--- src/design/gb3_pkg.sv ---
`timescale 1ns / 1ps
// ----------------------------------------------------------------------------
// gb3_pkg
// Shared widths, register map, reset values, kernel weights and the control
// bundle for the 3x3 Gaussian blur stream.
// ----------------------------------------------------------------------------
package gb3_pkg;

	localparam int PIX_W   = 8;
	localparam int DIM_W   = 11;
	localparam int SHIFT_W = 4;
	localparam int FILT_W  = 12;
	localparam int ADDR_W  = 4;
	localparam int DATA_W  = 32;
	localparam int IDX_W   = 2;

	// Largest value an 11-bit geometry register can hold.
	localparam int DIM_MAX = 2047;

	localparam int MAX_WIDTH_DEF  = 1024;
	localparam int MAX_HEIGHT_DEF = 1024;

	// Register indexes (byte address divided by four).
	localparam logic [IDX_W-1:0] REG_WIDTH  = 2'd0;
	localparam logic [IDX_W-1:0] REG_HEIGHT = 2'd1;
	localparam logic [IDX_W-1:0] REG_SHIFT  = 2'd2;

	localparam logic [DIM_W-1:0]   WIDTH_RST  = 11'd1024;
	localparam logic [DIM_W-1:0]   HEIGHT_RST = 11'd1024;
	localparam logic [SHIFT_W-1:0] SHIFT_RST  = 4'd4;

	// One-dimensional kernel; the 3x3 kernel is its outer product.
	localparam logic [1:0] ROW_WEIGHT [3] = '{2'd1, 2'd2, 2'd1};

	// Effective configuration after clamping.
	typedef struct packed {
		logic [DIM_W-1:0]   w;
		logic [DIM_W-1:0]   h;
		logic [SHIFT_W-1:0] shift;
	} cfg_t;

	// Per-item control carried from the accept stage to the window stage.
	typedef struct packed {
		logic emit;     // this item produces an output pixel
		logic last;     // that output is the final one of the frame
		logic top_x;    // top neighbour row lies outside the frame
		logic bot_x;    // bottom neighbour row lies outside the frame
		logic left_x;   // left neighbour column lies outside the frame
		logic right_x;  // right neighbour column lies outside the frame
	} tap_ctl_t;

endpackage

--- src/design/gb3_window.sv ---
`timescale 1ns / 1ps
// ----------------------------------------------------------------------------
// gb3_window
// 3x3 pixel window and the weighted kernel sum with frame-edge masking.
// ----------------------------------------------------------------------------
module gb3_window import gb3_pkg::*; (
	input  logic               clk,
	input  logic               arst_n,
	input  logic               shift_en,
	input  logic [PIX_W-1:0]   top_new,
	input  logic [PIX_W-1:0]   mid_new,
	input  logic [PIX_W-1:0]   bot_new,
	input  tap_ctl_t           ctl,
	input  logic [SHIFT_W-1:0] shift,
	output logic [FILT_W-1:0]  filtered
);

	localparam int RS_W = PIX_W + 2;

	logic [PIX_W-1:0] win_q [3][3];
	logic [PIX_W-1:0] tap   [3][3];
	logic [PIX_W-1:0] new_col [3];
	logic [2:0]       col_on;
	logic [2:0]       row_on;
	logic [RS_W-1:0]  rs [3];
	logic [FILT_W-1:0] sum;

	assign new_col[0] = top_new;
	assign new_col[1] = mid_new;
	assign new_col[2] = bot_new;

	always_ff @(posedge clk or negedge arst_n) begin
		if (!arst_n) begin
			for (int r = 0; r < 3; r++) begin
				for (int c = 0; c < 3; c++) begin
					win_q[r][c] <= '0;
				end
			end
		end else if (shift_en) begin
			for (int r = 0; r < 3; r++) begin
				win_q[r][0] <= win_q[r][1];
				win_q[r][1] <= win_q[r][2];
				win_q[r][2] <= new_col[r];
			end
		end
	end

	// The window as it stands after this item's column has moved in.
	always_comb begin
		for (int r = 0; r < 3; r++) begin
			tap[r][0] = win_q[r][1];
			tap[r][1] = win_q[r][2];
			tap[r][2] = new_col[r];
		end
	end

	assign col_on = {!ctl.right_x, 1'b1, !ctl.left_x};
	assign row_on = {!ctl.bot_x, 1'b1, !ctl.top_x};

	always_comb begin
		sum = '0;
		for (int r = 0; r < 3; r++) begin
			rs[r] = '0;
			for (int c = 0; c < 3; c++) begin
				if (col_on[c]) begin
					rs[r] = rs[r] + RS_W'(tap[r][c]) * RS_W'(ROW_WEIGHT[c]);
				end
			end
			if (row_on[r]) begin
				sum = sum + FILT_W'(rs[r]) * FILT_W'(ROW_WEIGHT[r]);
			end
		end
	end

	assign filtered = sum >> shift;

endmodule

--- config.mk ---
export PLATFORM = sky130hd
export DESIGN_NAME = gb3_window
export DESIGN_NICKNAME = d
export VERILOG_FILES = /design/src/design/gb3_pkg.sv /design/src/design/gb3_window.sv
export SDC_FILE = /design/constraint.sdc
export NUM_CORES = 1
export LEC_CHECK = 0
export BUFFER_PORTS_ARGS = -buffer_cell sky130_fd_sc_hd__buf_4
export CAP_MARGIN = 20
export CORE_UTILIZATION = 41
export DETAILED_ROUTE_END_ITERATION = 7
export HOLD_SLACK_MARGIN = 0.05
export MAX_ROUTING_LAYER = met4
export PLACE_DENSITY = 0.57
export SETUP_SLACK_MARGIN = 0.05
export SYNTH_ARGS = -nofsm -noshare
export SYNTH_HDL_FRONTEND = slang
export SYNTH_SLANG_ARGS = --single-unit
--- constraint.sdc ---
create_clock -name clk -period 8.56 [get_ports clk]
set_input_delay 0 -clock clk [delete_from_list [all_inputs] [get_ports clk]]
set_output_delay 0 -clock clk [all_outputs]
set_load 0.05 [all_outputs]
Yosys cells after proc, flatten, opt, wreduce, memory -nomap -nowiden:

Cells that the tools add are included.

* memories: 0
* bits in latches: 0
* logic and storage cells: 23
* input bits: 37
* output and inout port bits: 12
* RAM bits: 0
* register bits after elaboration: 48
* bits in read-only memories: 0

* bitwise operators: 0
* equal/unequal tests: 0
* multiplexer cells: 8
* order comparisons: 0
* add/subtract/negate cells: 8
* $mul: 0
* reduce and logical (&&, ||, !) cells: 0
* shifts and indexed selects: 1
* div/mod/pow operators: 0

Operators with widths (number)
* 10-bit 2-to-1 mux: 4
* 10-bit by 8-bit adder with 10-bit output: 3
* 10-bit by 9-bit adder with 10-bit output: 3
* 8-bit 2-to-1 mux: 3
* 12-bit by 10-bit adder with 12-bit output: 1
* 12-bit by 11-bit adder with 12-bit output: 1
* 12-bit 2-to-1 mux: 1
* 12-bit by 4-bit >> shifter with 12-bit output: 1

Logic depth before layout (Yosys ltp):

* depth in word-level cells: 9
* depth in mapped cells: 30
* mapped depth without buffers: 29

Least setup slack after synthesis:

Ideal clock, no wire load.

* path kind: register to output
* from: register win_q, in the netlist tap[65]
* to: output filtered[4]
* arrival: 6.404 ns
* setup slack: 2.156 ns
* required time: 8.560 ns
* stages on the path, launching flop included: 28
* path through: dfrtp_1 nor2b_1 ha_1 inv_1 fa_1 inv_1 ha_1 nor2b_1 o21ai_0 a21boi_0 o21ai_0 and3_1 o21ai_0 a21oi_1 ha_1 o2111ai_1 nand3_1 o41ai_1 xnor2_1 ha_1 nand2_1 a21oi_1 a31oi_1 xor2_1 or3_1 a311oi_1 a211oi_1 a211oi_1

* word-level cells in the longest chain between the ends: 9

RTL lines
* start, declared: line gb3_window.sv:20 `logic [PIX_W-1:0] win_q [3][3];`
* start signal, assigned by index: line gb3_window.sv:41 `win_q[r][0] <= win_q[r][1];`
* start signal, assigned by index: line gb3_window.sv:42 `win_q[r][1] <= win_q[r][2];`
* start signal, assigned by index: line gb3_window.sv:43 `win_q[r][2] <= new_col[r];`
* 8-bit 2-to-1 mux (*): line gb3_window.sv:65 `if (col_on[c]) begin`
* 10-bit by 9-bit adder with 10-bit output (*): line gb3_window.sv:66 `rs[r] = rs[r] + RS_W'(tap[r][c]) * RS_W'(ROW_WEIGHT[c]);`
* 10-bit by 8-bit adder with 10-bit output: line gb3_window.sv:66
* 10-bit 2-to-1 mux (*): line gb3_window.sv:65
* 10-bit 2-to-1 mux (*): line gb3_window.sv:69 `if (row_on[r]) begin`
* 12-bit by 11-bit adder with 12-bit output (*): line gb3_window.sv:70 `sum = sum + FILT_W'(rs[r]) * FILT_W'(ROW_WEIGHT[r]);`
* 12-bit by 10-bit adder with 12-bit output: line gb3_window.sv:70
* 12-bit 2-to-1 mux (*): line gb3_window.sv:69
* 12-bit by 4-bit >> shifter with 12-bit output (*): line gb3_window.sv:75 `assign filtered = sum >> shift;`
* end, declared: line gb3_window.sv:15 `output logic [FILT_W-1:0] filtered`

Every way passes the cells marked *; elsewhere a longest branch is shown, timed or not.

Final worst setup path:

* from: register win_q, in the netlist tap[65]
* to: output filtered[7]

The elaborated chain is that of the path after synthesis.

==> results.rst <==
.. list-table::
   :header-rows: 1

   * - Metric
     - Value
   * - Status
     - finished, final reports clean
   * - Power density relative to cell area
     - 304 nW/um^2
   * - Area of the mapped netlist
     - 5590 um^2
   * - Clock latency on the worst-skew pair
     - 0.29 ns
   * - Total number of vias
     - 4,587
   * - Clock tree from TritonCTS
     - built
   * - Filler instances
     - 1,274
   * - Critical Path RT
     - 8.56 ns
   * - Share of post-route cells with drive strength above 1
     - 0.174
   * - Largest fanout of any net on the critical path
     - 5
   * - Final setup violation count
     - 0
   * - Highest clock rate
     - 144 MHz
   * - Net switching power of the design
     - 926 uW
   * - Slowest stage cell on the critical path
     - o41ai_1
   * - Vert. Die Dim
     - 119 um
   * - Max Buffers Root-to-Sink
     - 2
   * - Storage cell area
     - 1200 um^2
   * - Setup TNS after final layout
     - 0 ns
   * - Number of warning messages in the yosys log
     - 0
   * - TritonCTS buffer count
     - 5
   * - Average vias per placed instance
     - 5.25
   * - Share of the clock period used by the worst path
     - 0.810
   * - Peak supply drop
     - 0.000143 V
   * - Maximum number of pins on one net before global-route repair
     - 52
   * - Fraction of power consumed by combinational cells
     - 0.755
   * - Synth Net Count
     - 749
   * - Max H-tree Level
     - 2
   * - Synth unique cells
     - 58
   * - Number of synthesized flops with an enable pin
     - 0
   * - Number of flip-flops in the largest register
     - 48
   * - Worst hold slack
     - 0.265 ns
   * - Final Instance Count excl. Fillers
     - 873
   * - Top library cells by usage in the layout, fill and taps aside
     - ha_1 (64), nor2_1 (53), a21oi_1 (52), mux2_2 (52)
   * - Critical path arrival
     - 6.93 ns
   * - Worst Setup Start Kind
     - flip-flop
   * - CTS sink count
     - 48
   * - Fin. max-slew vios
     - 0
   * - Routed wire per std cell
     - 13.9 um
   * - Total detailed-routing wirelength
     - 12,100 um
   * - RD Place Congestion
     - 0.893
   * - Fraction of synthesized cell area taken by the top area cell type
     - 0.215
   * - Total number of nets in the final design
     - 805
   * - Share of the core filled with cells
     - 0.483
   * - Total congestion overflow
     - 0
   * - Worst clock skew
     - 0.00314 ns
   * - Max-Cap Viols
     - 0
   * - Crit. End Element
     - primary output
   * - Most common cell after layout, fill and taps aside
     - ha_1
   * - Final min period
     - 6.93 ns
   * - Count of boundary I/O pins
     - 49
   * - Syn_area_per_cell
     - 8.73 um^2
   * - Register area share after synthesis
     - 0.215
   * - Clock Tree Root
     - clkbuf_16
   * - Port Buffer Count
     - 46
   * - Cells after Synth
     - 640
   * - Setup repair after global routing missed its margin
     - no
   * - Area growth from synthesis to final layout
     - 14.8%
   * - Relative slew slack
     - 0.437
   * - DP Wirelength
     - 9460 um
   * - Standard-cell row count
     - 42
   * - Top post-synthesis cells by area
     - dfrtp_1 (21%), ha_1 (14%), mux2_2 (10%)
   * - Die span in x
     - 119 um
   * - Cell total after placement
     - 840
   * - Starting density of the core
     - 0.420
   * - Most used flip-flop cell after synthesis
     - dfrtp_1
   * - First-pass detailed-route iteration total
     - 4
   * - Sequential share of power
     - 0.140
   * - Synth area leader
     - dfrtp_1
   * - Path class of the lowest-slack min-delay path
     - in -> reg
   * - Clk pin slew, worst setup/hold paths
     - 0.07 ns
   * - Flip-flop and latch count after synthesis
     - 48
   * - CP peak stage delay
     - 0.61 ns
   * - Most frequent cell on the critical path
     - ha_1
   * - Vias in the first global route
     - 4,538
   * - Clock share of power
     - 0.106
   * - Worst Setup Path Type
     - reg -> out
   * - Async S/R FF share, synth
     - 1.00
   * - Switching fraction of total power
     - 0.474
   * - Diodes inserted
     - 0
   * - Area enclosed by the die boundary
     - 14,100 um^2
   * - Detailed-route DRC error count
     - 0
   * - Setup repair bufs after CTS
     - 0
   * - Lkg Pwr
     - 2.90 nW
   * - Area of the core region
     - 13,300 um^2
   * - ANT nets after route
     - 0
   * - Overall track demand over capacity in global routing
     - 0.190
   * - Antenna violations before repair
     - 0
   * - Number of DRC violations after detailed-routing iteration 0
     - 205
   * - Number of hold-slack violations in the final timing report
     - 0
   * - First-pass GRT wire length
     - 21,200 um
   * - Multi-input gate area in the final layout
     - 4070 um^2
   * - P_int
     - 1.03 mW
   * - Transition time at the pin with the least slew margin
     - 0.843 ns
[worst max-delay path: cells and delay by family, from the launching register on]
| family | cells | cell delay, ns |
|---|---|---|
| xor gates and xnor gates | 2 | 0.39 |
| and+or+nand+nor | 8 | 1.24 |
| AOI/OAI and AO/OA | 9 | 2.15 |
| muxes | 1 | 0.48 |
| buffers and inverters | 3 | 0.33 |
| adders and majority gates | 5 | 1.68 |
| DFF | 1 | 0.33 |
[logic make-up (layout without fill, tap and decap cells)]
family	after synthesis	count (layout)	synth area share
AO/OA/AOI/OAI	165	165	0.189
flip-flops	48	48	0.215
AND/OR/NAND/NOR	169	169	0.145
buffers and inverters	70	127	0.0568
XOR/XNOR	47	47	0.0736
adder cells (fa/ha/maj)	72	72	0.172
multiplexers	69	69	0.149
[cell type report]
class | count | area share
Multi-Input combinational cell | 522 | 0.634
Timing Repair Buffer | 71 | 0.0928
Inverter | 48 | 0.0281
Tap cell | 176 | 0.0343
Clock buffer | 7 | 0.0222
Clock inverter | 1 | 0.00117
Sequential cell | 48 | 0.187
[layer usage]
metal  routed length [um]  track usage  up-vias
li1                     -            -     2380
met1                 6290        0.259     2145
met2                 5350        0.299       52
met3                  296       0.0188       10
met4                  193       0.0506        0
met5                    0            -        -
[synthesized netlist by cell type, types with 2 or more instances]
library cell / instances
a211oi_1: 8
o221ai_1: 3
or2_2: 3
clkbuf_8: 4
dfrtp_1: 48
o211ai_1: 3
a21oi_1: 52
xor2_1: 13
o21ai_0: 39
fa_1: 8
a21o_1: 11
o22ai_1: 2
and3_1: 4
nor3_1: 8
nand2_1: 42
nand3b_1: 4
buf_1: 2
o2111ai_1: 2
a31oi_1: 4
inv_1: 48
o21bai_1: 12
or3_1: 4
nand3_1: 7
xnor2_1: 34
mux2i_1: 11
nand2b_1: 9
o31ai_1: 3
o21a_1: 5
mux2_2: 52
ha_1: 64
nor2b_1: 29
and2_1: 2
clkbuf_1: 14
a21boi_0: 3
a211oi_2: 2
nor2_1: 53
buf_6: 2
mux4_2: 6
[power by group through the flow]
stage                     Combinational (mW)  Sequential, mW  Clock, mW
after floorplan                         1.18           0.271          0
after global placement                  1.43           0.275          0
after detailed placement                1.46           0.277          0
after CTS                               1.48           0.272      0.214
after global routing                    1.64           0.277      0.220
final                                   1.47           0.272      0.206
[metrics by stage]
| stage | instance area [um^2] | setup slack (ns) | total power, mW |
|---|---|---|---|
| 2_1_floorplan | 5590 | 2.16 | 1.45 |
| 3_3_place_gp | 6020 | 1.99 | 1.70 |
| 3_5_place_dp | 6020 | 1.94 | 1.74 |
| 4_1_cts | 6420 | 1.57 | 1.96 |
| 5_1_grt | 6420 | 0.989 | 2.14 |
| 6_report | 6420 | 1.63 | 1.95 |
[path summary, 6_finish.rpt]
path                          start          end  slack [ns]  cells past startpoint
setup / recovery            tap[65]  filtered[7]        1.63                     28
setup reg to reg            tap[15]      tap[15]        7.71                      1
hold reg to reg             tap[21]      tap[21]        0.50                      1
min in group asynchronous    arst_n      tap[23]        0.28                      2
hold / removal             shift_en      tap[33]        0.26                      3
max in group asynchronous    arst_n      tap[34]        7.84                      2
[what timing repair did]
action / in CTS / in global routing
hold buffers: 25 / 0
gates resized for setup: 0 / 0
endpoints found under the hold margin: 72 / 0
No activity file was read; power rests on OpenSTA's default activity.
