$ cat config.mk
export PLATFORM = sky130hd
export DESIGN_NAME = gb3_pos_div
export DESIGN_NICKNAME = d
export VERILOG_FILES = /design/src/design/gb3_pkg.sv /design/src/design/gb3_pos_div.sv
export SDC_FILE = /design/constraint.sdc
export NUM_CORES = 1
export LEC_CHECK = 0
export BUFFER_PORTS_ARGS = -buffer_cell sky130_fd_sc_hd__buf_2
export CAP_MARGIN = 20
export CORE_AREA = 2 2 81 83
export CTS_BUF_LIST = sky130_fd_sc_hd__clkbuf_8
export CTS_CLUSTER_SIZE = 14
export DETAILED_ROUTE_END_ITERATION = 16
export DIE_AREA = 0 0 83 85
export GPL_TIMING_DRIVEN = 0
export MAX_ROUTING_LAYER = met4
export PLACE_DENSITY = 0.86
export SETUP_SLACK_MARGIN = 0.02
export SLEW_MARGIN = 30
export SYNTH_ARGS = -nofsm -noshare
export SYNTH_HDL_FRONTEND = slang
export SYNTH_SLANG_ARGS = --single-unit
export TNS_END_PERCENT = 5
$ cat constraint.sdc
create_clock -name clk -period 2.2 [get_ports clk]
set_clock_uncertainty 0.05 [all_clocks]
set_input_delay 0.66 -clock clk [delete_from_list [all_inputs] [get_ports clk]]
set_output_delay 0.66 -clock clk [all_outputs]
set_load 0.05 [all_outputs]
$ cat src/design/gb3_pkg.sv
`timescale 1ns / 1ps
// ----------------------------------------------------------------------------
// gb3_pkg
// Shared widths, register map, reset values, kernel weights and the control
// bundle for the 3x3 Gaussian blur stream.
// ----------------------------------------------------------------------------
package gb3_pkg;

	localparam int PIX_W   = 8;
	localparam int DIM_W   = 11;
	localparam int SHIFT_W = 4;
	localparam int FILT_W  = 12;
	localparam int ADDR_W  = 4;
	localparam int DATA_W  = 32;
	localparam int IDX_W   = 2;

	// Largest value an 11-bit geometry register can hold.
	localparam int DIM_MAX = 2047;

	localparam int MAX_WIDTH_DEF  = 1024;
	localparam int MAX_HEIGHT_DEF = 1024;

	// Register indexes (byte address divided by four).
	localparam logic [IDX_W-1:0] REG_WIDTH  = 2'd0;
	localparam logic [IDX_W-1:0] REG_HEIGHT = 2'd1;
	localparam logic [IDX_W-1:0] REG_SHIFT  = 2'd2;

	localparam logic [DIM_W-1:0]   WIDTH_RST  = 11'd1024;
	localparam logic [DIM_W-1:0]   HEIGHT_RST = 11'd1024;
	localparam logic [SHIFT_W-1:0] SHIFT_RST  = 4'd4;

	// One-dimensional kernel; the 3x3 kernel is its outer product.
	localparam logic [1:0] ROW_WEIGHT [3] = '{2'd1, 2'd2, 2'd1};

	// Effective configuration after clamping.
	typedef struct packed {
		logic [DIM_W-1:0]   w;
		logic [DIM_W-1:0]   h;
		logic [SHIFT_W-1:0] shift;
	} cfg_t;

	// Per-item control carried from the accept stage to the window stage.
	typedef struct packed {
		logic emit;     // this item produces an output pixel
		logic last;     // that output is the final one of the frame
		logic top_x;    // top neighbour row lies outside the frame
		logic bot_x;    // bottom neighbour row lies outside the frame
		logic left_x;   // left neighbour column lies outside the frame
		logic right_x;  // right neighbour column lies outside the frame
	} tap_ctl_t;

endpackage

$ cat src/design/gb3_pos_div.sv
`timescale 1ns / 1ps
// ----------------------------------------------------------------------------
// gb3_pos_div
// Restoring divider, one quotient bit per cycle. Splits the input count into
// row and column after a write to the frame width or height.
// ----------------------------------------------------------------------------
module gb3_pos_div import gb3_pkg::*; #(
	parameter int CW = 21
) (
	input  logic             clk,
	input  logic             arst_n,
	input  logic             start,
	input  logic [CW-1:0]    dividend,
	input  logic [DIM_W-1:0] divisor,
	output logic             busy,
	output logic             done,
	output logic [DIM_W-1:0] rem,
	output logic [CW-1:0]    quo
);

	localparam int CNT_W = $clog2(CW + 1);

	logic [CNT_W-1:0] cnt_q;
	logic             done_q;
	logic [CW-1:0]    dvd_q;
	logic [DIM_W-1:0] rem_q;
	logic [CW-1:0]    quo_q;
	logic [DIM_W:0]   trial;
	logic [DIM_W:0]   diff;
	logic             ge;

	assign trial = {rem_q, dvd_q[CW-1]};
	assign diff  = trial - {1'b0, divisor};
	assign ge    = trial >= {1'b0, divisor};

	always_ff @(posedge clk or negedge arst_n) begin
		if (!arst_n) begin
			cnt_q  <= '0;
			done_q <= 1'b0;
		end else if (start) begin
			cnt_q  <= CNT_W'(CW);
			done_q <= 1'b0;
		end else begin
			done_q <= (cnt_q == CNT_W'(1));
			if (cnt_q != '0) begin
				cnt_q <= cnt_q - CNT_W'(1);
			end
		end
	end

	always_ff @(posedge clk) begin
		if (start) begin
			dvd_q <= dividend;
			rem_q <= '0;
			quo_q <= '0;
		end else if (cnt_q != '0) begin
			dvd_q <= dvd_q << 1;
			rem_q <= ge ? diff[DIM_W-1:0] : trial[DIM_W-1:0];
			quo_q <= {quo_q[CW-2:0], ge};
		end
	end

	assign busy = (cnt_q != '0) || done_q;
	assign done = done_q;
	assign rem  = rem_q;
	assign quo  = quo_q;

endmodule

# --- Word-level counts from Yosys, hierarchy flattened ---
# Index checks and enable logic that the tools add are counted.
totals:
  register_bits: 59
  in_bits: 35
op_classes:
  add_sub_neg: 2
  n_eq_ne: 1
  order_cmp: 1
  reduce_logical: 3
  n_mux: 6
ops:
  columns: ["op", "n"]
  rows:
  - ["21-bit 2-to-1 mux", 2]
  - ["12-bit by 11-bit >= comparator with 1-bit output", 1]
  - ["11-bit 2-to-1 mux", 1]
  - ["11-bit subtractor", 1]
  - ["5-bit 2-to-1 mux", 2]
  - ["5-bit by 1-bit equality test with 1-bit output, second input constant", 1]
  - ["5-bit nonzero test", 1]
  - ["5-bit by 1-bit subtractor with 5-bit output, second input constant", 1]
  - ["2-bit nonzero test", 1]
  - ["1-bit logical OR", 1]
  - ["1-bit 2-to-1 mux", 1]

# --- Longest topological paths before layout ---
# Gate-level depths: netlist of the first run.
depth:
  word_depth: 3
  ltp_mapped: 9

# --- Worst setup path after synthesis of the first run ---
# No wires, ideal clock.
synth_timing:
  path_kind: "input port to flip-flop"
  from: "input divisor[0]"
  to: "register rem_q[8] (netlist: rem[8])"
  path_slack_ps: -315
  setup_ps: 88
  t_arrival_ps: 2377
  n_path_buf: 0
  stages: 7
  path_cell_list: "ha_1 -> fa_1 -> a21boi_0 -> o2111ai_2 -> a2111oi_4 -> or3b_1 -> a311oi_2"
synth_via:
  elab_chain_cells: 2
  elab_cells_between_ends: 3
  cone_classes: "add/sub: 1; order compare: 1; mux: 1"
synth_rtl:
  columns: ["element", "line_no", "source"]
  rows:
  - ["start: declaration", "gb3_pos_div.sv:14", "input logic [DIM_W-1:0] divisor,"]
  - ["11-bit subtractor or 12-bit by 11-bit >= comparator with 1-bit output (tied branches)", "gb3_pos_div.sv:33, gb3_pos_div.sv:34", null]
  - ["11-bit 2-to-1 mux (*)", "gb3_pos_div.sv:58", "rem_q <= ge ? diff[DIM_W-1:0] : trial[DIM_W-1:0];"]
  - ["end signal: assignment", "gb3_pos_div.sv:58", null]
  - ["end: declaration", "gb3_pos_div.sv:26", "logic [DIM_W-1:0] rem_q;"]
# Every way passes the cells marked *; elsewhere a longest branch is shown, timed or not.
# A chain may end at the register's enable or synchronous reset.

# --- Final worst setup path of the first run ---
layout_timing:
  from: "register dvd_q[20]"
  to: "register rem_q[6] (netlist: rem[6])"
layout_via:
  elab_chain_cells: 2
  elab_cells_between_ends: 3
  cone_classes: "add/sub: 1; order compare: 1; mux: 1"
layout_rtl:
  columns: ["element", "line_no", "source"]
  rows:
  - ["start: declaration", "gb3_pos_div.sv:25", "logic [CW-1:0] dvd_q;"]
  - ["start signal: assignment", "gb3_pos_div.sv:53", "dvd_q <= dividend;"]
  - ["start signal: assignment", "gb3_pos_div.sv:57", "dvd_q <= dvd_q << 1;"]
  - ["11-bit subtractor or 12-bit by 11-bit >= comparator with 1-bit output (tied branches)", "gb3_pos_div.sv:33, gb3_pos_div.sv:34", null]
  - ["11-bit 2-to-1 mux (*)", "gb3_pos_div.sv:58", null]
# Marks and branches as above.

==> results.sh, run 1 <==
export IMPL_cts_buffer_depth=2
export IMPL_cts_tree="done"
export IMPL_routed_via_density=5.42
export IMPL_async_flop_share_pct=10.2
export IMPL_fmax_ghz=0.413
export IMPL_design_core_area_mm2=0.00620
export IMPL_hold_viol_final=0
export IMPL_vdd_drop_max_v=0.000619
export IMPL_hold_class="in -> async"
export IMPL_arrival_ns=2.62
export IMPL_clockRootBuffer="clkbuf_8"
export IMPL_syn_avg_cell_area_um2=9.81
export IMPL_io_pins=69
export IMPL_finalPower_mw=3.92
export IMPL_start_util_pct=49.6
export IMPL_yosysMostFrequentCell="nand2_1"
export IMPL_worst_pin_slew_ns=0.584
export IMPL_drtPass1Iterations=4
export IMPL_grt_max_degree=22
export IMPL_dp_hpwl_um=4830
export IMPL_crit_type="reg -> reg"
export IMPL_ys_warn_count=0
export IMPL_cts_hold_buffers=0
export IMPL_final_min_clock_period_ns=2.42
export IMPL_cp_start_kind="flip-flop"
export IMPL_drv_slew=0
export IMPL_violations="negative setup slack"
export IMPL_avgRoutedWirePerCell_um=14.0
export IMPL_final_nets=446
export IMPL_die_width_um=83
export IMPL_dieArea_mm2=0.00706
export IMPL_grt_pass1_vias=2494
export IMPL_reg2reg_from="dvd_q[20]"
export IMPL_max_slew_margin_pct=61.1
export IMPL_finalSetupViolCount=13
export IMPL_cts_buffers=9
export IMPL_gp_congestion=0.852
export IMPL_cap_violations=0
export IMPL_fill_cells=529
export IMPL_setup_tns_ns=-1.87
export IMPL_synth_edff_count=21
export IMPL_yosys_area_top_type="dfxtp_1"
export IMPL_synth_top_area_share_pct=20.8
export IMPL_ant_nets=0
export IMPL_grt_total_usage_pct=19.8
export IMPL_syn_nets=364
export IMPL_worstPathRequired_ns=2.40
export IMPL_antenna_cells_inserted=0
export IMPL_cts_max_level=3
export IMPL_r2r_cells=9
export IMPL_drt_iter0_drc=192
export IMPL_rsz0062_at_grt="yes"
export IMPL_drcViolationCount=0
export IMPL_drt_total_wl_um=6670
export IMPL_clk_pin_slew_ns=0.07
export IMPL_r2r_slack_ns=-0.22
export IMPL_synthesis_area_mm2=0.00308
export IMPL_utilization_pct=61.6
export IMPL_grt_overflow=0
export IMPL_multi_input_area_mm2=0.00159
export IMPL_endpoint_kind="flip-flop"
export IMPL_clk_latency_ns=0.34
export IMPL_cellPowerDensity_mw_per_mm2=1030
export IMPL_run_status="finished with violations"
export IMPL_leakagePower_nw=1.68
export IMPL_via_count=2591
export IMPL_finalCritPeriodShare_pct=110
export IMPL_r2r_end="rem[6]"
export IMPL_layout_setup_ws_ns=-0.221
export IMPL_drive_above_1_share_pct=34.2
export IMPL_synth_common_cells="nand2_1, dfxtp_1, a21oi_1, edfxtp_1, mux2_2"
export IMPL_seqCellArea_mm2=0.00142
export IMPL_port_buffers=67
export IMPL_die_h_um=85
export IMPL_cp_max_fo=5
export IMPL_grt_first_pass_wirelength_um=11100
export IMPL_grt_antenna_before_repair=0
export IMPL_syn_to_final_growth_pct=24.1
export IMPL_clkSinkCount=59
export IMPL_ys_seq_area_share_pct=46.2
export IMPL_ys_ff_latch=59
export IMPL_synth_flop_cell="dfxtp_1"
export IMPL_netlist_top_cells_area="dfxtp_1, edfxtp_1, mux2_2"
export IMPL_synth_cells=314
export IMPL_ys_types=51
export IMPL_rows=29
## through the flow
stage	worst slack, ns	std cells	instance area, um^2	hold slack [ns]
floorplan	-0.269	314	3090	0.314
global placement	-0.533	458	3520	0.390
detailed placement	-0.626	458	3520	0.409
CTS	-0.146	476	3810	0.0653
global route	-0.311	478	3820	0.0665
finish	-0.221	478	3820	0.0778
## cell type report
| class | count | area share (%) |
|---|---|---|
| Inverter | 19 | 1.87 |
| Clock buffer | 10 | 3.60 |
| Sequential cell | 59 | 37.2 |
| Multi-Input combinational cell | 218 | 41.7 |
| Buffer | 17 | 2.46 |
| Timing Repair Buffer | 72 | 9.92 |
| Clock inverter | 6 | 0.688 |
| Tap cell | 77 | 2.52 |
## worst max-delay path, stage by stage (launching register included)
cell       delay, ns
edfxtp_1        0.41
inv_2           0.08
ha_4            0.13
fa_2            0.19
a21boi_4        0.21
o2111ai_4       0.19
a2111oi_4       0.55
buf_4           0.24
nand2_1         0.07
a311oi_2        0.22
## worst max path at each step
stage	from	slack [ns]	end
2_1_floorplan	rem[8]	-0.27	rem[8]
3_3_place_gp	divisor[0]	-0.53	rem[8]
3_5_place_dp	divisor[0]	-0.63	rem[9]
4_1_cts	dvd_q[20]	-0.15	rem[6]
5_1_grt	dvd_q[20]	-0.31	rem[6]
6_report	dvd_q[20]	-0.22	rem[6]
## metal layers
layer  part of all wire (%)  global-route usage [%]  vias up
met1                     44                    23.4     1210
li1                       -                       -     1274
met2                     48                    31.3       88
met3                    5.8                    7.98       19
met5                      0                       -        -
met4                    2.2                    5.96        0
## where the power goes
group	internal [mW]	leakage, nW	total [mW]	switching (mW)
Combinational	0.663	1.02	1.70	1.04
Clock	0.420	0.0996	0.827	0.406
Sequential	1.28	0.555	1.40	0.122
## state kept, by name (all words and copies together), names as in the netlist
register / flops
quo: 21
dvd_q: 21
rem: 11
done: 1
cnt_q: 5
## cell usage in the layout (no fill, tap or decap), types with 2 or more instances in the layout
cell / n
a211oi_1: 5
a211oi_2: 3
a21o_1: 2
a21oi_1: 27
a21oi_4: 2
a311oi_2: 5
and3_1: 3
buf_2: 66
buf_4: 5
buf_6: 5
clkbuf_1: 13
clkbuf_8: 10
clkinv_2: 3
dfrtp_1: 6
dfxtp_1: 31
edfxtp_1: 21
ha_1: 12
ha_4: 2
inv_1: 19
inv_2: 3
mux2_2: 20
mux2i_1: 3
nand2_1: 56
nand2b_1: 5
nand3_1: 6
nor2_1: 18
nor3_1: 3
nor4_1: 3
o211ai_1: 2
o21ai_0: 6
or3_1: 4
xnor2_1: 3
## kinds of logic after synthesis
group | share of synthesized area [%]
muxes | 8.29
AOI/OAI and AO/OA | 16.7
xor gates and xnor gates | 1.14
and+or+nand+nor | 16.1
DFF | 46.2
adders and majority gates | 6.34
buffers and inverters | 5.28
## repair_timing
item	CTS	global route
setup buffers	2	2
cloned	1	0
gates resized for setup	24	0
setup endpoints to repair	34	13
pin swaps	8	6
No activity file was read; power rests on OpenSTA's default activity.
==> run 2: changes to the inputs <==
- CELL_PAD_IN_SITES_DETAIL_PLACEMENT: not set -> 1
- CELL_PAD_IN_SITES_GLOBAL_PLACEMENT: not set -> 1
- CORE_AREA: 2 2 81 83 -> 2 2 94 96
- DIE_AREA: 0 0 83 85 -> 0 0 96 98
- PLACE_DENSITY: 0.86 -> 0.76
==> results.sh, run 2 (synthesis results as in run 1) <==
export IMPL_run_status="finished with violations"
export IMPL_violations="negative setup slack"
export IMPL_drcViolationCount=0
export IMPL_holdWs_ns=0.0827
export IMPL_fmax_ghz=0.414
export IMPL_rows=34
export IMPL_final_common_cell="buf_2"
export IMPL_grt_pass1_vias=2710
export IMPL_design_core_area_mm2=0.00847
export IMPL_finalSetupViolCount=13
export IMPL_r2r_slack_ns=-0.19
export IMPL_port_buffers=67
export IMPL_fin_area_mm2=0.00385
export IMPL_grt_antenna_before_repair=0
export IMPL_max_slew_margin_pct=57.5
export IMPL_endpoint_kind="flip-flop"
export IMPL_drt_iter0_drc=78
export IMPL_hold_viol_final=0
export IMPL_r2r_cells=9
export IMPL_reg2reg_from="dvd_q[20]"
export IMPL_routed_via_density=5.04
export IMPL_grt_overflow=0
export IMPL_grt_first_pass_wirelength_um=12800
export IMPL_clk_pin_slew_ns=0.07
export IMPL_cellPowerDensity_mw_per_mm2=1030
export IMPL_arrival_ns=2.62
export IMPL_hold_class="in -> async"
export IMPL_leakagePower_nw=1.68
export IMPL_die_width_um=96
export IMPL_grt_max_degree=22
export IMPL_path_buf_inv=1
export IMPL_cts_max_level=3
export IMPL_via_count=2559
export IMPL_r2r_end="rem[8]"
export IMPL_dp_hpwl_um=5460
export IMPL_worst_pin_slew_ns=0.637
export IMPL_gp_congestion=0.779
export IMPL_clk_latency_ns=0.34
export IMPL_crit_type="in -> reg"
export IMPL_utilization_pct=45.5
export IMPL_start_util_pct=36.4
export IMPL_grt_total_usage_pct=17.8
export IMPL_drt_total_wl_um=7450
export IMPL_io_pins=69
export IMPL_fill_cells=1006
export IMPL_die_h_um=98
export IMPL_placed_cell_area_mm2=0.00356
export IMPL_worstPathRequired_ns=2.40
export IMPL_drive_above_1_share_pct=34.3
export IMPL_cts_buffer_depth=2
export IMPL_layout_setup_ws_ns=-0.216
export IMPL_cap_violations=0
export IMPL_antenna_cells_inserted=0
export IMPL_final_nets=445
export IMPL_crit_family="simple AND/OR/NAND/NOR gates"
export IMPL_worstSetupStartpoint="divisor[0]"
export IMPL_ant_nets=0
export IMPL_cts_tree="done"
export IMPL_drtPass1Iterations=4
export IMPL_finalCritPeriodShare_pct=110
export IMPL_drv_slew=0
export IMPL_cp_slowest_cell="fa_2"
export IMPL_avgRoutedWirePerCell_um=14.7
export IMPL_final_min_clock_period_ns=2.42
export IMPL_syn_to_final_growth_pct=25.1
export IMPL_dieArea_mm2=0.00941
export IMPL_cts_hold_buffers=0
export IMPL_critical_path_max_stage_delay_ns=0.40
export IMPL_rsz0062_at_grt="yes"
export IMPL_final_cell_mix="buf_2, nand2_1, dfxtp_1, a21oi_1, edfxtp_1"
export IMPL_vdd_drop_max_v=0.000456
export IMPL_cp_cell_sequence="buf_2 > ha_4 > fa_2 > nand2b_4 > a21oi_2 > o21bai_2 > nand3_1 > or3b_1 > a311oi_2"
export IMPL_cts_buffers=9
export IMPL_cp_start_kind="input port"
export IMPL_clockRootBuffer="clkbuf_8"
export IMPL_cp_max_fo=3
export IMPL_clkSinkCount=59
run 2: layout make-up:
class                           instances  area (um^2)  share of cell area [%]
Timing Repair Buffer                   71          372                    9.65
Clock buffer                            9          124                    3.22
Buffer                                 17         97.6                    2.53
Clock inverter                          7         30.0                   0.779
Multi-Input combinational cell        218         1600                    41.5
Sequential cell                        59         1420                    36.9
Inverter                               19         71.3                    1.85
Tap cell                              108          135                    3.51
run 2: repair_timing:
action                     CTS  global route
setup endpoints to repair   34            13
gates resized for setup     26             0
pin swaps                   13             4
gates cloned                 1             0
buffers inserted             3             0
run 2: worst max-delay path by stage:
stage / end / slack, ns / depth (start not counted)
final: rem[8] / -0.22 / 9
after floorplan: rem[8] / -0.27 / 8
after global placement: rem[8] / -0.58 / 9
after global routing: rem[2] / -0.37 / 9
after CTS: rem[2] / -0.15 / 8
after detailed placement: rem[8] / -0.65 / 9
run 2: where the power goes:
group	internal [mW]	total, mW	switching (mW)
logic	0.686	1.76	1.07
registers	1.28	1.41	0.129
clock network	0.385	0.789	0.404
total	2.35	3.95	1.60
run 2: through the flow:
stage / setup slack (ns) / total power, mW / TNS, ns / instances
2_1_floorplan: -0.269 / 2.64 / -2.62 / 314
3_3_place_gp: -0.584 / 2.96 / -15.57 / 489
3_5_place_dp: -0.652 / 3.01 / -16.96 / 489
4_1_cts: -0.150 / 3.98 / -1.25 / 508
5_1_grt: -0.366 / 4.21 / -3.32 / 508
6_report: -0.216 / 3.95 / -1.52 / 508
run 2: metal layers:
| layer | part of all wire, % | global-route usage (%) | up-vias |
|---|---|---|---|
| li1 | - | - | 1273 |
| met1 | 47 | 22.6 | 1222 |
| met2 | 47 | 27.6 | 52 |
| met3 | 4.5 | 5.02 | 12 |
| met4 | 1.3 | 4.84 | 0 |
| met5 | 0 | - | - |
