--- config.mk ---
export PLATFORM = sky130hd
export DESIGN_NAME = gb3_cfg_regs
export DESIGN_NICKNAME = d
export VERILOG_FILES = /design/src/design/gb3_pkg.sv /design/src/design/gb3_cfg_regs.sv
export SDC_FILE = /design/constraint.sdc
export NUM_CORES = 1
export LEC_CHECK = 0
export BUFFER_PORTS_ARGS = -buffer_cell sky130_fd_sc_hd__buf_2
export CAP_MARGIN = 25
export CORE_MARGIN = 2
export CORE_UTILIZATION = 50
export DETAILED_ROUTE_END_ITERATION = 12
export GPL_TIMING_DRIVEN = 0
export PLACE_DENSITY = 0.78
export SYNTH_ARGS = -nofsm -noshare
export SYNTH_HDL_FRONTEND = slang
export SYNTH_SLANG_ARGS = --single-unit
--- constraint.sdc ---
create_clock -name clk -period 10.5 [get_ports clk]
set_clock_uncertainty 0.15 [all_clocks]
set_input_delay 1.05 -clock clk [delete_from_list [all_inputs] [get_ports clk]]
set_output_delay 1.05 -clock clk [all_outputs]
set_load 0.05 [all_outputs]
--- src/design/gb3_pkg.sv ---
`timescale 1ns / 1ps
// ----------------------------------------------------------------------------
// gb3_pkg
// Shared widths, register map, reset values, kernel weights and the control
// bundle for the 3x3 Gaussian blur stream.
// ----------------------------------------------------------------------------
package gb3_pkg;

	localparam int PIX_W   = 8;
	localparam int DIM_W   = 11;
	localparam int SHIFT_W = 4;
	localparam int FILT_W  = 12;
	localparam int ADDR_W  = 4;
	localparam int DATA_W  = 32;
	localparam int IDX_W   = 2;

	// Largest value an 11-bit geometry register can hold.
	localparam int DIM_MAX = 2047;

	localparam int MAX_WIDTH_DEF  = 1024;
	localparam int MAX_HEIGHT_DEF = 1024;

	// Register indexes (byte address divided by four).
	localparam logic [IDX_W-1:0] REG_WIDTH  = 2'd0;
	localparam logic [IDX_W-1:0] REG_HEIGHT = 2'd1;
	localparam logic [IDX_W-1:0] REG_SHIFT  = 2'd2;

	localparam logic [DIM_W-1:0]   WIDTH_RST  = 11'd1024;
	localparam logic [DIM_W-1:0]   HEIGHT_RST = 11'd1024;
	localparam logic [SHIFT_W-1:0] SHIFT_RST  = 4'd4;

	// One-dimensional kernel; the 3x3 kernel is its outer product.
	localparam logic [1:0] ROW_WEIGHT [3] = '{2'd1, 2'd2, 2'd1};

	// Effective configuration after clamping.
	typedef struct packed {
		logic [DIM_W-1:0]   w;
		logic [DIM_W-1:0]   h;
		logic [SHIFT_W-1:0] shift;
	} cfg_t;

	// Per-item control carried from the accept stage to the window stage.
	typedef struct packed {
		logic emit;     // this item produces an output pixel
		logic last;     // that output is the final one of the frame
		logic top_x;    // top neighbour row lies outside the frame
		logic bot_x;    // bottom neighbour row lies outside the frame
		logic left_x;   // left neighbour column lies outside the frame
		logic right_x;  // right neighbour column lies outside the frame
	} tap_ctl_t;

endpackage

--- src/design/gb3_cfg_regs.sv ---
`timescale 1ns / 1ps
// ----------------------------------------------------------------------------
// gb3_cfg_regs
// APB register file: frame geometry and sum shift, clamped geometry and the
// registered pixel count of one frame.
// ----------------------------------------------------------------------------
module gb3_cfg_regs import gb3_pkg::*; #(
	parameter int MAX_WIDTH  = MAX_WIDTH_DEF,
	parameter int MAX_HEIGHT = MAX_HEIGHT_DEF,
	parameter int CW         = 21
) (
	input  logic              clk,
	input  logic              arst_n,
	input  logic              psel,
	input  logic              penable,
	input  logic              pwrite,
	input  logic [ADDR_W-1:0] paddr,
	input  logic [DATA_W-1:0] pwdata,
	output logic [DATA_W-1:0] prdata,
	output logic              pready,
	output cfg_t              cfg,
	output logic [CW-1:0]     total,
	output logic              geom_wr
);

	localparam logic [DIM_W-1:0] WMAX_V =
		(MAX_WIDTH >= DIM_MAX) ? DIM_W'(DIM_MAX) : DIM_W'(MAX_WIDTH);
	localparam logic [DIM_W-1:0] HMAX_V =
		(MAX_HEIGHT >= DIM_MAX) ? DIM_W'(DIM_MAX) : DIM_W'(MAX_HEIGHT);

	logic [DIM_W-1:0]   width_q;
	logic [DIM_W-1:0]   height_q;
	logic [SHIFT_W-1:0] shift_q;
	logic [CW-1:0]      total_q;
	logic [IDX_W-1:0]   idx;
	logic               wr;
	logic [2*DIM_W-1:0] prod;

	assign pready = 1'b1;
	assign idx    = paddr[ADDR_W-1:2];
	assign wr     = psel && penable && pwrite;

	always_ff @(posedge clk or negedge arst_n) begin
		if (!arst_n) begin
			width_q  <= WIDTH_RST;
			height_q <= HEIGHT_RST;
			shift_q  <= SHIFT_RST;
		end else if (wr) begin
			unique case (idx)
				REG_WIDTH:  width_q  <= pwdata[DIM_W-1:0];
				REG_HEIGHT: height_q <= pwdata[DIM_W-1:0];
				REG_SHIFT:  shift_q  <= pwdata[SHIFT_W-1:0];
				default:    ;
			endcase
		end
	end

	assign geom_wr = wr && ((idx == REG_WIDTH) || (idx == REG_HEIGHT));

	always_comb begin
		unique case (idx)
			REG_WIDTH:  prdata = DATA_W'(width_q);
			REG_HEIGHT: prdata = DATA_W'(height_q);
			REG_SHIFT:  prdata = DATA_W'(shift_q);
			default:    prdata = '0;
		endcase
	end

	// A zero dimension acts as one, anything above the maximum as the maximum.
	always_comb begin
		cfg.w = (width_q == '0) ? DIM_W'(1) : ((width_q > WMAX_V) ? WMAX_V : width_q);
		cfg.h = (height_q == '0) ? DIM_W'(1) : ((height_q > HMAX_V) ? HMAX_V : height_q);
		cfg.shift = shift_q;
	end

	assign prod = cfg.w * cfg.h;

	always_ff @(posedge clk or negedge arst_n) begin
		if (!arst_n) begin
			total_q <= CW'(WIDTH_RST) * CW'(HEIGHT_RST);
		end else begin
			total_q <= CW'(prod);
		end
	end

	assign total = total_q;

endmodule

Word level (Yosys, flattened, before mapping)
Index checks and enable logic that the tools add are counted.
{"block": "totals", "memories": 0, "word_cells": 24, "rom_bits": 0, "ff_bits": 47, "latch_bits": 0, "ramBits": 0}
{"block": "classes", "magnitude_cmp": 2, "reduce_logical": 10, "bitwise_logic": 0, "div_mod_pow": 0, "eq_ne": 2, "multipliers": 1, "shifts": 0, "muxes": 5, "n_addsub": 0}
{"cell": "2-to-1 mux 11 bit", "n": 4}
{"cell": "case mux 11 bit (3 select lines)", "n": 1}
{"cell": "> comparator 11 bit (second input constant)", "n": 2}
{"cell": "logical NOT 11 bit", "n": 2}
{"cell": "multiplier 11 x 11 -> 21 bit", "n": 1}
{"cell": "AND reduction 2 bit", "n": 3}
{"cell": "logical AND 1 bit", "n": 3}
{"cell": "equality test 2 x 1 -> 1 bit (second input constant)", "n": 1}
{"cell": "equality test 2 bit (second input constant)", "n": 1}
{"cell": "logical NOT 2 bit", "n": 1}
{"cell": "logical OR 1 bit", "n": 1}

Depth between registers and ports, before layout
Gate-level depths: netlist of the first run.
{"block": "depth", "depth_word": 4, "depth_mapped": 23, "depth_no_buf": 23}

Least setup slack after synthesis of the first run
OpenSTA, ideal clock, no wires.
{"block": "synth_timing", "path_kind": "register -> register", "startpoint": "register width_q[10]", "endpoint": "register total_q[18], in the netlist total[18]", "path_stages_with_launch": 22, "path_buffers": 2, "t_required_ns": 10.270, "arrival_time_ns": 5.616, "setup_slack_ns": 4.654, "cell_sequence": "dfstp_2 clkbuf_1 inv_2 nand2_1 clkinv_1 and2_1 fa_1 inv_1 fa_1 inv_1 fa_1 inv_1 fa_1 inv_1 ha_1 ha_1 clkbuf_1 a21o_1 a211oi_1 nor3_1 a211oi_1 xnor2_1"}
{"element": "from (decl)", "line": "gb3_cfg_regs.sv:31", "rtl": "logic [DIM_W-1:0] width_q;"}
{"element": "from (signal assigned)", "line": "gb3_cfg_regs.sv:50", "rtl": "REG_WIDTH: width_q <= pwdata[DIM_W-1:0];"}
{"element": "to (signal assigned)", "line": "gb3_cfg_regs.sv:80", "rtl": "total_q <= CW'(WIDTH_RST) * CW'(HEIGHT_RST);"}
{"element": "to (signal assigned)", "line": "gb3_cfg_regs.sv:82", "rtl": "total_q <= CW'(prod);"}
{"element": "to (decl)", "line": "gb3_cfg_regs.sv:34", "rtl": "logic [CW-1:0] total_q;"}

Final worst setup path of the first run
{"block": "layout_timing", "startpoint": "register height_q[6]", "endpoint": "register total_q[18], in the netlist total[18]"}
{"block": "layout_between", "elab_chain_len": 4, "word_cells_on_any_way": 5, "cone_classes": "mul: 1; order compare: 1; mux: 2; reduce/logical: 1"}
{"element": "from (decl)", "line": "gb3_cfg_regs.sv:32", "rtl": "logic [DIM_W-1:0] height_q;"}
{"element": "from (signal assigned)", "line": "gb3_cfg_regs.sv:51", "rtl": "REG_HEIGHT: height_q <= pwdata[DIM_W-1:0];"}
{"element": "> comparator 11 bit", "line": "gb3_cfg_regs.sv:72", "rtl": "cfg.h = (height_q == '0) ? DIM_W'(1) : ((height_q > HMAX_V) ? HMAX_V : height_q);"}
{"element": "2-to-1 mux 11 bit", "line": "gb3_cfg_regs.sv:72"}
{"element": "2-to-1 mux 11 bit (*)", "line": "gb3_cfg_regs.sv:72"}
{"element": "multiplier 11 x 11 -> 21 bit (*)", "line": "gb3_cfg_regs.sv:76", "rtl": "assign prod = cfg.w * cfg.h;"}
{"element": "named net prod[18]", "line": "gb3_cfg_regs.sv:37", "rtl": "logic [2*DIM_W-1:0] prod;"}
The timed path passes the listed nets; every way through them passes the cells marked *.
A chain may end at the register's enable or synchronous reset.

==> results of run 1 <==
==> per-layer routing <==
| metal | vias to the layer above | wire, um | GRT usage [%] |
|---|---|---|---|
| met1 | 2331 | 5740 | 30.6 |
| met4 | 0 | 366 | 6.50 |
| met2 | 209 | 6470 | 39.1 |
| met3 | 35 | 1110 | 5.69 |
| li1 | 2215 | - | - |
| met5 | - | 0 | 0 |
==> layout make-up <==
type / count / area, sq um / area share (%)
multi-input cells: 461 / 4110 / 60.4
flip-flops and latches: 47 / 1180 / 17.3
inverters: 142 / 533 / 7.83
repair buffers: 76 / 395 / 5.81
plain buffers: 42 / 244 / 3.58
well taps: 143 / 179 / 2.63
clock buffers: 6 / 129 / 1.89
clock inverters: 2 / 37.5 / 0.551
==> logic make-up (layout without fill, tap and decap cells) <==
kind of cell / Yosys count / after routing / synth area share (%)
buf+inv: 184 / 268 / 13.0
compound gates: 51 / 51 / 5.68
fa+ha+maj: 136 / 136 / 38.3
flops: 47 / 47 / 19.7
simple gates: 196 / 196 / 13.8
xor+xnor: 20 / 20 / 2.92
mux: 36 / 36 / 6.51
other cells: 2 / 22 / 0.125
==> power by group <==
group	switching (uW)	total [uW]	internal, uW
Clock	73.4	186	113
Combinational	797	1150	356
Sequential	31.3	276	245
==> Yosys cell counts (all sizes together), types with 4 or more instances <==
cell,instances
nand2b,5
nand3,4
nand2,85
a21o,11
nor3,8
xor2,6
dfrtp,43
inv,137
dfstp,4
clkbuf,17
and2,8
ha,57
nor2,73
mux2i,12
fa,79
clkinv,5
buf,25
a21oi,12
nor2b,4
mux2,24
o21ai,12
xnor2,14
==> state kept, by name, summed over array words and instances (netlist names) <==
name and cells:
total 21, height_q 11, width_q 11, shift_q 4
==> worst max-delay path: stages (launching register included) <==
cell,delay (ns)
dfrtp_1,0.42
nor4_1,0.31
nand3_1,0.15
o21ai_1,0.27
nand2_1,0.30
inv_2,0.23
nand2_1,0.10
fa_1,0.54
inv_1,0.05
fa_1,0.52
fa_1,0.52
fa_1,0.55
inv_1,0.06
fa_1,0.53
inv_1,0.04
ha_1,0.35
inv_1,0.17
o21bai_1,0.14
a211oi_1,0.31
nor3_1,0.09
a211oi_1,0.28
xnor2_1,0.17
==> worst max path at each step <==
stage	from	to	slack (ns)	cells after the start
CTS	width_q[10]	total[20]	4.27	20
global route	height_q[6]	total[18]	3.83	21
global placement	width_q[10]	total[18]	4.31	21
floorplan	width_q[10]	total[18]	4.65	21
finish	height_q[6]	total[18]	4.18	21
detailed placement	width_q[10]	total[16]	4.27	20
==> per-stage QoR <==
stage	hold WS (ns)	setup WS (ns)	util [%]
global route	0.420	3.83	58.9
CTS	0.384	4.27	58.9
floorplan	0.352	4.65	-
detailed placement	0.368	4.27	57.4
finish	0.382	4.18	58.9
global placement	0.362	4.31	57.3
==> results.py, run 1 <==
metrics = {
    "cts": {
        "clk_pin_slew_ns": 0.07,
        "cts_setup_buffers": 0,
        "cts_buffers": 5,
        "post_cts_resized": 0,
        "cts_hold_buf": 0,
        "clockBufferDepth": 2,
        "root_buffer": "clkbuf_16",
        "cts_tree": "done",
        "htree_levels": 2,
        "clkSinkCount": 47,
        "clk_latency_ns": 0.29,
    },
    "finish": {
        "num-nets-final": 952,
        "final_cells": 919,
        "diodes": 0,
        "synthToLayoutAreaGrowth_pct": 13.6,
        "layout_commonest_cell": "inv_1",
        "fill_cells": 1042,
        "final_cell_area_sq_um": 6810,
        "layout_common_cells": "128 x inv_1, 85 x nand2_1, 79 x fa_1, 78 x buf_2, 73 x nor2_1",
        "drive_gt1_share_pct": 17.5,
    },
    "timing": {
        "tns_ns": 0,
        "setup_violations": 0,
        "rsz0062_at_grt": "false",
        "hold_violations": 0,
        "slew_viol_final": 0,
        "fin_crit_ns": 6.32,
        "post-route-period-util_pct": 60.2,
        "relSlewSlack_pct": 49.6,
        "worst_slew_pin_slew_ns": 0.755,
        "max_freq_mhz": 158,
    },
    "power": {
        "p_leak_uw": 0.00382,
        "irDropWorstVdd_uv": 133,
        "total_power_uw": 1620,
        "cellPowerDensity_nw_per_um2": 237,
    },
    "global_routing": {
        "grt_overflow": 0,
        "grt_pass1_wl_um": 24100,
        "grt_usage_pct": 23.4,
        "grt_max_degree": 34,
        "grt_pass1_vias": 5093,
        "antenna_found_initial": 0,
    },
    "placement": {
        "hpwlAfterDp_um": 11300,
        "io_buffers": 75,
        "dp_cells": 911,
        "place_congestion": 0.882,
        "placed_area_sq_um": 6640,
    },
    "yosys": {
        "synth_cells": 672,
        "syn_area_per_cell_sq_um": 8.92,
        "synth_area_leader_cell": "fa_1",
        "synth.top_cell.area_share_pct": 26.4,
        "synth_top_flop_cell": "dfrtp_1",
        "synth_warnings": 0,
        "synth_seq_cells": 47,
        "synth_edf_count": 0,
        "synthTopCellsByArea": "fa_1 26%, dfrtp_1 18%, ha_1 12%",
        "synthArstFlopShare_pct": 100,
        "ys_types": 44,
        "yosysSeqAreaShare_pct": 19.7,
        "synth_area_sq_um": 5990,
    },
    "critical_path": {
        "cp-end-kind": "flip-flop",
        "reg2reg_to": "total[18]",
        "worst-endpoint-required_ns": 10.56,
        "rr_worst_depth": 21,
        "reg2reg_from": "height_q[6]",
        "startpoint_type": "flip-flop",
        "regToRegSetupSlack_ns": 4.18,
        "path_max_fanout": 7,
        "crit_arrival_ns": 6.38,
        "path_class": "reg2reg",
    },
    "min_path": {
        "hp-start": "shift_q[1]",
        "hold_end": "shift_q[1]",
        "hold_path_depth": 1,
        "min_path_type": "reg2reg",
    },
    "detailed_routing": {
        "drt_iter0_markers": 297,
        "drcViolationCount": 0,
        "vias": 4790,
        "dr.pass1.iters": 5,
        "wl_per_cell_um": 14.9,
        "viasPerCell": 5.21,
        "wirelength_um": 13700,
        "ant_nets": 0,
    },
    "run_status": {
        "status": "completed",
    },
    "floorplan": {
        "core_area_sq_um": 11600,
        "die_w_um": 113,
        "die-area_sq_um": 12900,
        "start_util_pct": 51.8,
        "ios": 122,
        "chipHeight_um": 113,
        "rows": 39,
    },
    "job": {
        "cap_viol_max_count": 0,
    },
}
No activity file was read; power rests on OpenSTA's default activity.
==> run 2, diff against run 1 <==
--- a/config.mk
+++ b/config.mk
@@ -11,7 +11,7 @@
 export CORE_UTILIZATION = 50
 export DETAILED_ROUTE_END_ITERATION = 12
 export GPL_TIMING_DRIVEN = 0
-export PLACE_DENSITY = 0.78
+export PLACE_DENSITY = 0.81
 export SYNTH_ARGS = -nofsm -noshare
 export SYNTH_HDL_FRONTEND = slang
 export SYNTH_SLANG_ARGS = --single-unit
==> constraint.sdc (replaced) <==
create_clock -name clk -period 5.3 [get_ports clk]
set_clock_uncertainty 0.15 [all_clocks]
set_input_delay 0.53 -clock clk [delete_from_list [all_inputs] [get_ports clk]]
set_output_delay 0.53 -clock clk [all_outputs]
set_load 0.05 [all_outputs]
==> results.py, run 2 (synthesis gave the netlist of run 1 again) <==
metrics = {
    "critical_path": {
        "critPathMaxStageDelay_ns": 0.56,
        "reg2reg_from": "height_q[6]",
        "critPathLaunch": "height_q[6]",
        "crit_arrival_ns": 5.73,
        "startpoint_type": "flip-flop",
        "cp-end-kind": "flip-flop",
        "slowest_stage": "fa_1",
        "path_max_fanout": 6,
        "worst-endpoint-required_ns": 5.37,
        "critPathTopFamily": "adder cells",
        "crit_chain": "nor4_4 > nand3_2 > o21ai_4 > buf_12 > nand2_8 > inv_8 > nand2_4 > fa_1 > inv_2 > fa_1 > fa_1 > fa_1 > inv_2 > fa_1 > inv_2 > ha_4 > inv_4 > a211oi_4 > nor4_4 > o31ai_2 > xor2_1",
        "crit_path_frequent_cell": "fa_1",
        "critPathBufInv": 6,
        "path_class": "reg2reg",
    },
    "finish": {
        "largest_register_ffs": 21,
        "drive_gt1_share_pct": 33.2,
        "synthToLayoutAreaGrowth_pct": 28.2,
        "layout_commonest_cell": "inv_1",
        "layout_common_cells": "117 x inv_1, 78 x buf_2, 75 x fa_1, 68 x nor2_1",
        "num-nets-final": 993,
        "final_util_pct": 66.5,
        "diodes": 0,
    },
    "floorplan": {
        "core_area_sq_um": 11600,
        "die-area_sq_um": 12900,
        "ios": 122,
        "start_util_pct": 51.8,
        "rows": 39,
        "chipHeight_um": 113,
        "die_w_um": 113,
    },
    "timing": {
        "worst_slew_pin_slew_ns": 0.668,
        "rsz0062_at_grt": "true",
        "tns_ns": -2.56,
        "slew_viol_final": 0,
        "post-route-period-util_pct": 107,
        "relSlewSlack_pct": 55.4,
        "layout_setup_ws_ns": -0.356,
        "hold_violations": 0,
        "fin_crit_ns": 5.66,
        "max_freq_mhz": 177,
        "setup_violations": 11,
        "holdWs_ns": 0.0583,
    },
    "power": {
        "p_leak_uw": 0.00410,
        "total_power_uw": 3880,
        "irDropWorstVdd_uv": 289,
        "cellPowerDensity_nw_per_um2": 505,
    },
    "global_routing": {
        "antenna_found_initial": 0,
        "grt_max_degree": 27,
        "grt_pass1_wl_um": 25700,
        "grt_overflow": 0,
        "grt_pass1_vias": 5294,
        "grt_usage_pct": 25.3,
    },
    "detailed_routing": {
        "dr.pass1.iters": 7,
        "drcViolationCount": 0,
        "vias": 5071,
        "drt_iter0_markers": 425,
        "viasPerCell": 5.28,
        "ant_nets": 0,
        "wirelength_um": 15700,
        "wl_per_cell_um": 16.3,
    },
    "cts": {
        "clkSinkCount": 47,
        "root_buffer": "clkbuf_16",
        "clockBufferDepth": 2,
        "clk_pin_slew_ns": 0.07,
        "cts_buffers": 5,
        "clk_latency_ns": 0.30,
        "htree_levels": 2,
        "cts_tree": "done",
    },
    "placement": {
        "post-place-ws_ns": -0.507,
        "hpwlAfterDp_um": 11000,
        "place_congestion": 0.953,
        "io_buffers": 75,
    },
    "min_path": {
        "min_path_type": "in2async",
    },
    "run_status": {
        "status": "finished with violations",
        "violations": "negative setup slack",
    },
    "job": {
        "cap_viol_max_count": 0,
    },
}
run 2: cell count changes in the layout (fill, tap and decap cells not counted), sizes merged:
cell / before / now
inv: 137 / 136
clkbuf: 23 / 18
buf: 101 / 147
clkinvlp: 1 / 3
bufinv: 1 / 0
run 2: what timing repair did:
item                                    4_1_cts  5_1_grt
gates cloned                                  0        0
endpoints found under the setup margin       11       13
hold buffers                                  0        0
pin swaps                                    41       28
resized for setup                            65       25
buffers inserted                             40        5
run 2: through the flow:
step | instances | area (sq um)
3_3_place_gp | 910 | 6800
5_1_grt | 960 | 7680
2_1_floorplan | 692 | 6250
6_report | 960 | 7680
3_5_place_dp | 911 | 6820
4_1_cts | 956 | 7530
run 2: worst paths after layout:
path | endpoint | slack (ns) | depth (start not counted)
min in group clk | height_q[9] | 0.31 | 2
worst max register to register | total[19] | -0.36 | 21
worst min register to register | shift_q[0] | 0.40 | 1
max in group asynchronous | width_q[10] | 4.35 | 2
worst max-delay path | total[19] | -0.36 | 21
worst min-delay path | total[2] | 0.06 | 1
run 2: layout make-up:
cell class	count	area, sq um
plain buffers	38	249
clock buffers	6	129
clock inverters	2	16.3
fillers	874	3880
inverters	142	589
multi-input cells	461	4590
flip-flops and latches	47	1180
well taps	143	179
repair buffers	121	749
run 2: per-layer routing:
layer / GRT usage, % / share of wire (%) / wire [um]
met4: 9.43 / 2.6 / 410
met5: 0 / 0 / 0
met2: 43.8 / 50 / 7790
met1: 31.9 / 40 / 6270
met3: 4.46 / 7.7 / 1200
run 2: report_power, final:
group          total (uW)  leakage [uW]  switching [uW]  internal [uW]
registers             562      0.000575            75.5            487
clock network         327     0.0000675             150            177
logic                2990       0.00345            1880           1110
==> run 3, diff against run 2 <==
--- a/config.mk
+++ b/config.mk
@@ -5,13 +5,14 @@
 export SDC_FILE = /design/constraint.sdc
 export NUM_CORES = 1
 export LEC_CHECK = 0
+export ABC_AREA = 1
 export BUFFER_PORTS_ARGS = -buffer_cell sky130_fd_sc_hd__buf_2
 export CAP_MARGIN = 25
 export CORE_MARGIN = 2
 export CORE_UTILIZATION = 50
 export DETAILED_ROUTE_END_ITERATION = 12
 export GPL_TIMING_DRIVEN = 0
-export PLACE_DENSITY = 0.81
+export PLACE_DENSITY = 0.8
 export SYNTH_ARGS = -nofsm -noshare
 export SYNTH_HDL_FRONTEND = slang
 export SYNTH_SLANG_ARGS = --single-unit
==> constraint.sdc (replaced) <==
create_clock -name clk -period 4.65 [get_ports clk]
set_clock_uncertainty 0.15 [all_clocks]
set_input_delay 0.465 -clock clk [delete_from_list [all_inputs] [get_ports clk]]
set_output_delay 0.465 -clock clk [all_outputs]
set_load 0.05 [all_outputs]
==> results.py, run 3 <==
metrics = {
    "yosys": {
        "synthTopCellsByArea": "fa_1 25%, dfrtp_1 17%, inv_1 11%",
        "synth_top_flop_cell": "dfrtp_1",
        "synth_area_sq_um": 6240,
        "synth_area_leader_cell": "fa_1",
        "syn_area_per_cell_sq_um": 7.75,
        "synthArstFlopShare_pct": 100,
        "synth_common_cells": "191 x inv_1, 184 x nand2_1, 91 x nor2_1",
        "synth.most_common_cell": "inv_1",
        "synth_edf_count": 0,
        "ys_types": 33,
        "yosysSeqAreaShare_pct": 18.9,
        "synth.top_cell.area_share_pct": 25.3,
        "synth_seq_cells": 47,
        "synth_cells": 805,
        "synth_warnings": 0,
    },
    "finish": {
        "diodes": 0,
        "layout_commonest_cell": "inv_1",
        "largest_register_ffs": 21,
        "drive_gt1_share_pct": 34.3,
        "final_cell_area_sq_um": 8480,
        "layout_common_cells": "159 x inv_1, 148 x nand2_1, 91 x buf_4, 76 x nor2_1, 76 x fa_1",
        "synthToLayoutAreaGrowth_pct": 35.8,
        "num-nets-final": 1169,
    },
    "job": {
        "cap_viol_max_count": 0,
    },
    "min_path": {
        "hold_path_depth": 3,
        "hp-start": "pwdata[10]",
        "hold_end": "width_q[10]",
        "min_path_type": "in2reg",
    },
    "detailed_routing": {
        "dr.pass1.iters": 6,
        "wl_per_cell_um": 17.9,
        "viasPerCell": 5.47,
        "ant_nets": 0,
        "wirelength_um": 20800,
        "drcViolationCount": 0,
        "drt_iter0_markers": 776,
        "vias": 6349,
    },
    "global_routing": {
        "grt_overflow": 0,
        "grt_max_degree": 48,
        "grt_usage_pct": 31.2,
        "antenna_found_initial": 0,
        "grt_pass1_wl_um": 31700,
        "grt_pass1_vias": 6350,
    },
    "placement": {
        "place_congestion": 0.938,
        "io_buffers": 76,
        "post-place-ws_ns": -1.10,
        "placed_area_sq_um": 7080,
        "hpwlAfterDp_um": 12500,
    },
    "power": {
        "pwr-share-comb_pct": 76.5,
        "p_leak_uw": 0.00460,
        "power_frac_seq_pct": 14.1,
        "switching_share_pct": 55.1,
        "p_int_uw": 1880,
        "power.switching_uw": 2310,
        "irDropWorstVdd_uv": 252,
        "cellPowerDensity_nw_per_um2": 495,
        "p_clk_share_pct": 9.4,
    },
    "critical_path": {
        "path_max_fanout": 7,
        "slowest_stage": "fa_1",
        "cp-end-kind": "flip-flop",
        "critPathMaxStageDelay_ns": 0.50,
        "startpoint_type": "flip-flop",
        "crit_path_frequent_cell": "fa_1",
        "critPathLaunch": "width_q[0]",
        "path_class": "reg2reg",
        "crit_arrival_ns": 5.67,
        "regToRegSetupSlack_ns": -0.95,
        "reg2reg_from": "width_q[0]",
        "rr_worst_depth": 27,
        "reg2reg_to": "total[12]",
        "worst-endpoint-required_ns": 4.72,
    },
    "cts": {
        "cts_buffers": 5,
        "root_buffer": "clkbuf_16",
        "clk_latency_ns": 0.31,
        "clk_pin_slew_ns": 0.08,
        "clockBufferDepth": 2,
        "htree_levels": 2,
        "clkSinkCount": 47,
        "cts_tree": "done",
    },
    "floorplan": {
        "rows": 40,
        "ios": 122,
        "die_w_um": 116,
        "die-area_sq_um": 13400,
        "start_util_pct": 51.5,
        "core_area_sq_um": 12100,
        "chipHeight_um": 116,
    },
    "timing": {
        "relSlewSlack_pct": 61.0,
        "holdWs_ns": 0.246,
        "rsz0062_at_grt": "true",
        "hold_violations": 0,
        "post-route-period-util_pct": 120,
        "layout_setup_ws_ns": -0.950,
        "worst_slew_pin_slew_ns": 0.585,
        "setup_violations": 15,
        "fin_crit_ns": 5.60,
        "max_freq_mhz": 179,
        "slew_viol_final": 0,
    },
    "run_status": {
        "violations": "negative setup slack",
        "status": "finished with violations",
    },
}
-- run 3: changes by cell type in the layout (fill, tap and decap cells not counted), moves of 13 or more --
cell     change
nand2_1     +83
inv_1       +42
buf_4       +26
o21ai_0     +21
inv_2       +15
mux2_1      -13
nor2_4      +13
-- run 3: logic make-up (layout without fill, tap and decap cells) --
kind of cell	Yosys count	count (layout)	synth area share, %
compound gates	57	57	5.13
xor+xnor	10	10	1.40
fa+ha+maj	136	136	36.8
buf+inv	234	399	15.7
flops	47	47	18.9
other cells	2	22	0.120
simple gates	319	322	22.0
-- run 3: worst max path at each step --
stage                 to  depth (start not counted)
5_1_grt        total[20]                         26
6_report       total[12]                         27
2_1_floorplan  total[19]                         25
3_3_place_gp   total[19]                         25
4_1_cts        total[16]                         28
3_5_place_dp   total[19]                         25
-- run 3: through the flow --
| stage | instances | utilization [%] | setup TNS, ns | total power [uW] |
|---|---|---|---|---|
| 6_report | 1161 | 70.0 | -11.39 | 4190 |
| 5_1_grt | 1161 | 70.0 | -13.34 | 4440 |
| 4_1_cts | 1152 | 67.5 | -7.49 | 3870 |
| 3_5_place_dp | 1069 | 58.5 | -13.53 | 2980 |
| 3_3_place_gp | 1069 | 58.5 | -12.97 | 2940 |
| 2_1_floorplan | 825 | - | -5.77 | 2420 |
-- run 3: power groups by stage --
stage / sequential [uW] / combinational, uW / clock (uW)
after floorplan: 851 / 1570 / 0
after global placement: 589 / 2350 / 0
after detailed placement: 590 / 2390 / 0
after CTS: 584 / 2890 / 396
after global routing: 601 / 3420 / 417
final: 592 / 3210 / 394
-- run 3: layout make-up --
type | count | area, sq um
clock buffers | 5 | 125
fillers | 867 | 3640
inverters | 201 | 808
multi-input cells | 547 | 4800
well taps | 168 | 210
repair buffers | 157 | 1080
plain buffers | 33 | 236
clock inverters | 3 | 31.3
flip-flops and latches | 47 | 1180
-- run 3: timing repair --
item / in CTS / in global routing
setup buffers: 72 / 16
pin swaps: 45 / 26
gates resized for setup: 81 / 60
gates cloned: 3 / 0
hold endpoints to repair: 0 / 11
hold buffers: 0 / 1
setup endpoints to repair: 16 / 17
-- run 3: worst max-delay path, delay by kind of cell (launching register included) --
| family | cells | cell delay, ns |
|---|---|---|
| DFF | 1 | 0.42 |
| xor gates and xnor gates | 1 | 0.14 |
| buffers and inverters | 10 | 0.84 |
| and+or+nand+nor | 10 | 1.17 |
| adders and majority gates | 6 | 2.77 |
-- run 3: metal layers --
layer,global-route usage [%],vias to the layer above,part of all wire (%)
li1,-,2726,-
met5,0,-,0
met4,17.7,0,6.9
met2,50.6,511,47
met1,39.0,2954,35
met3,6.49,158,11
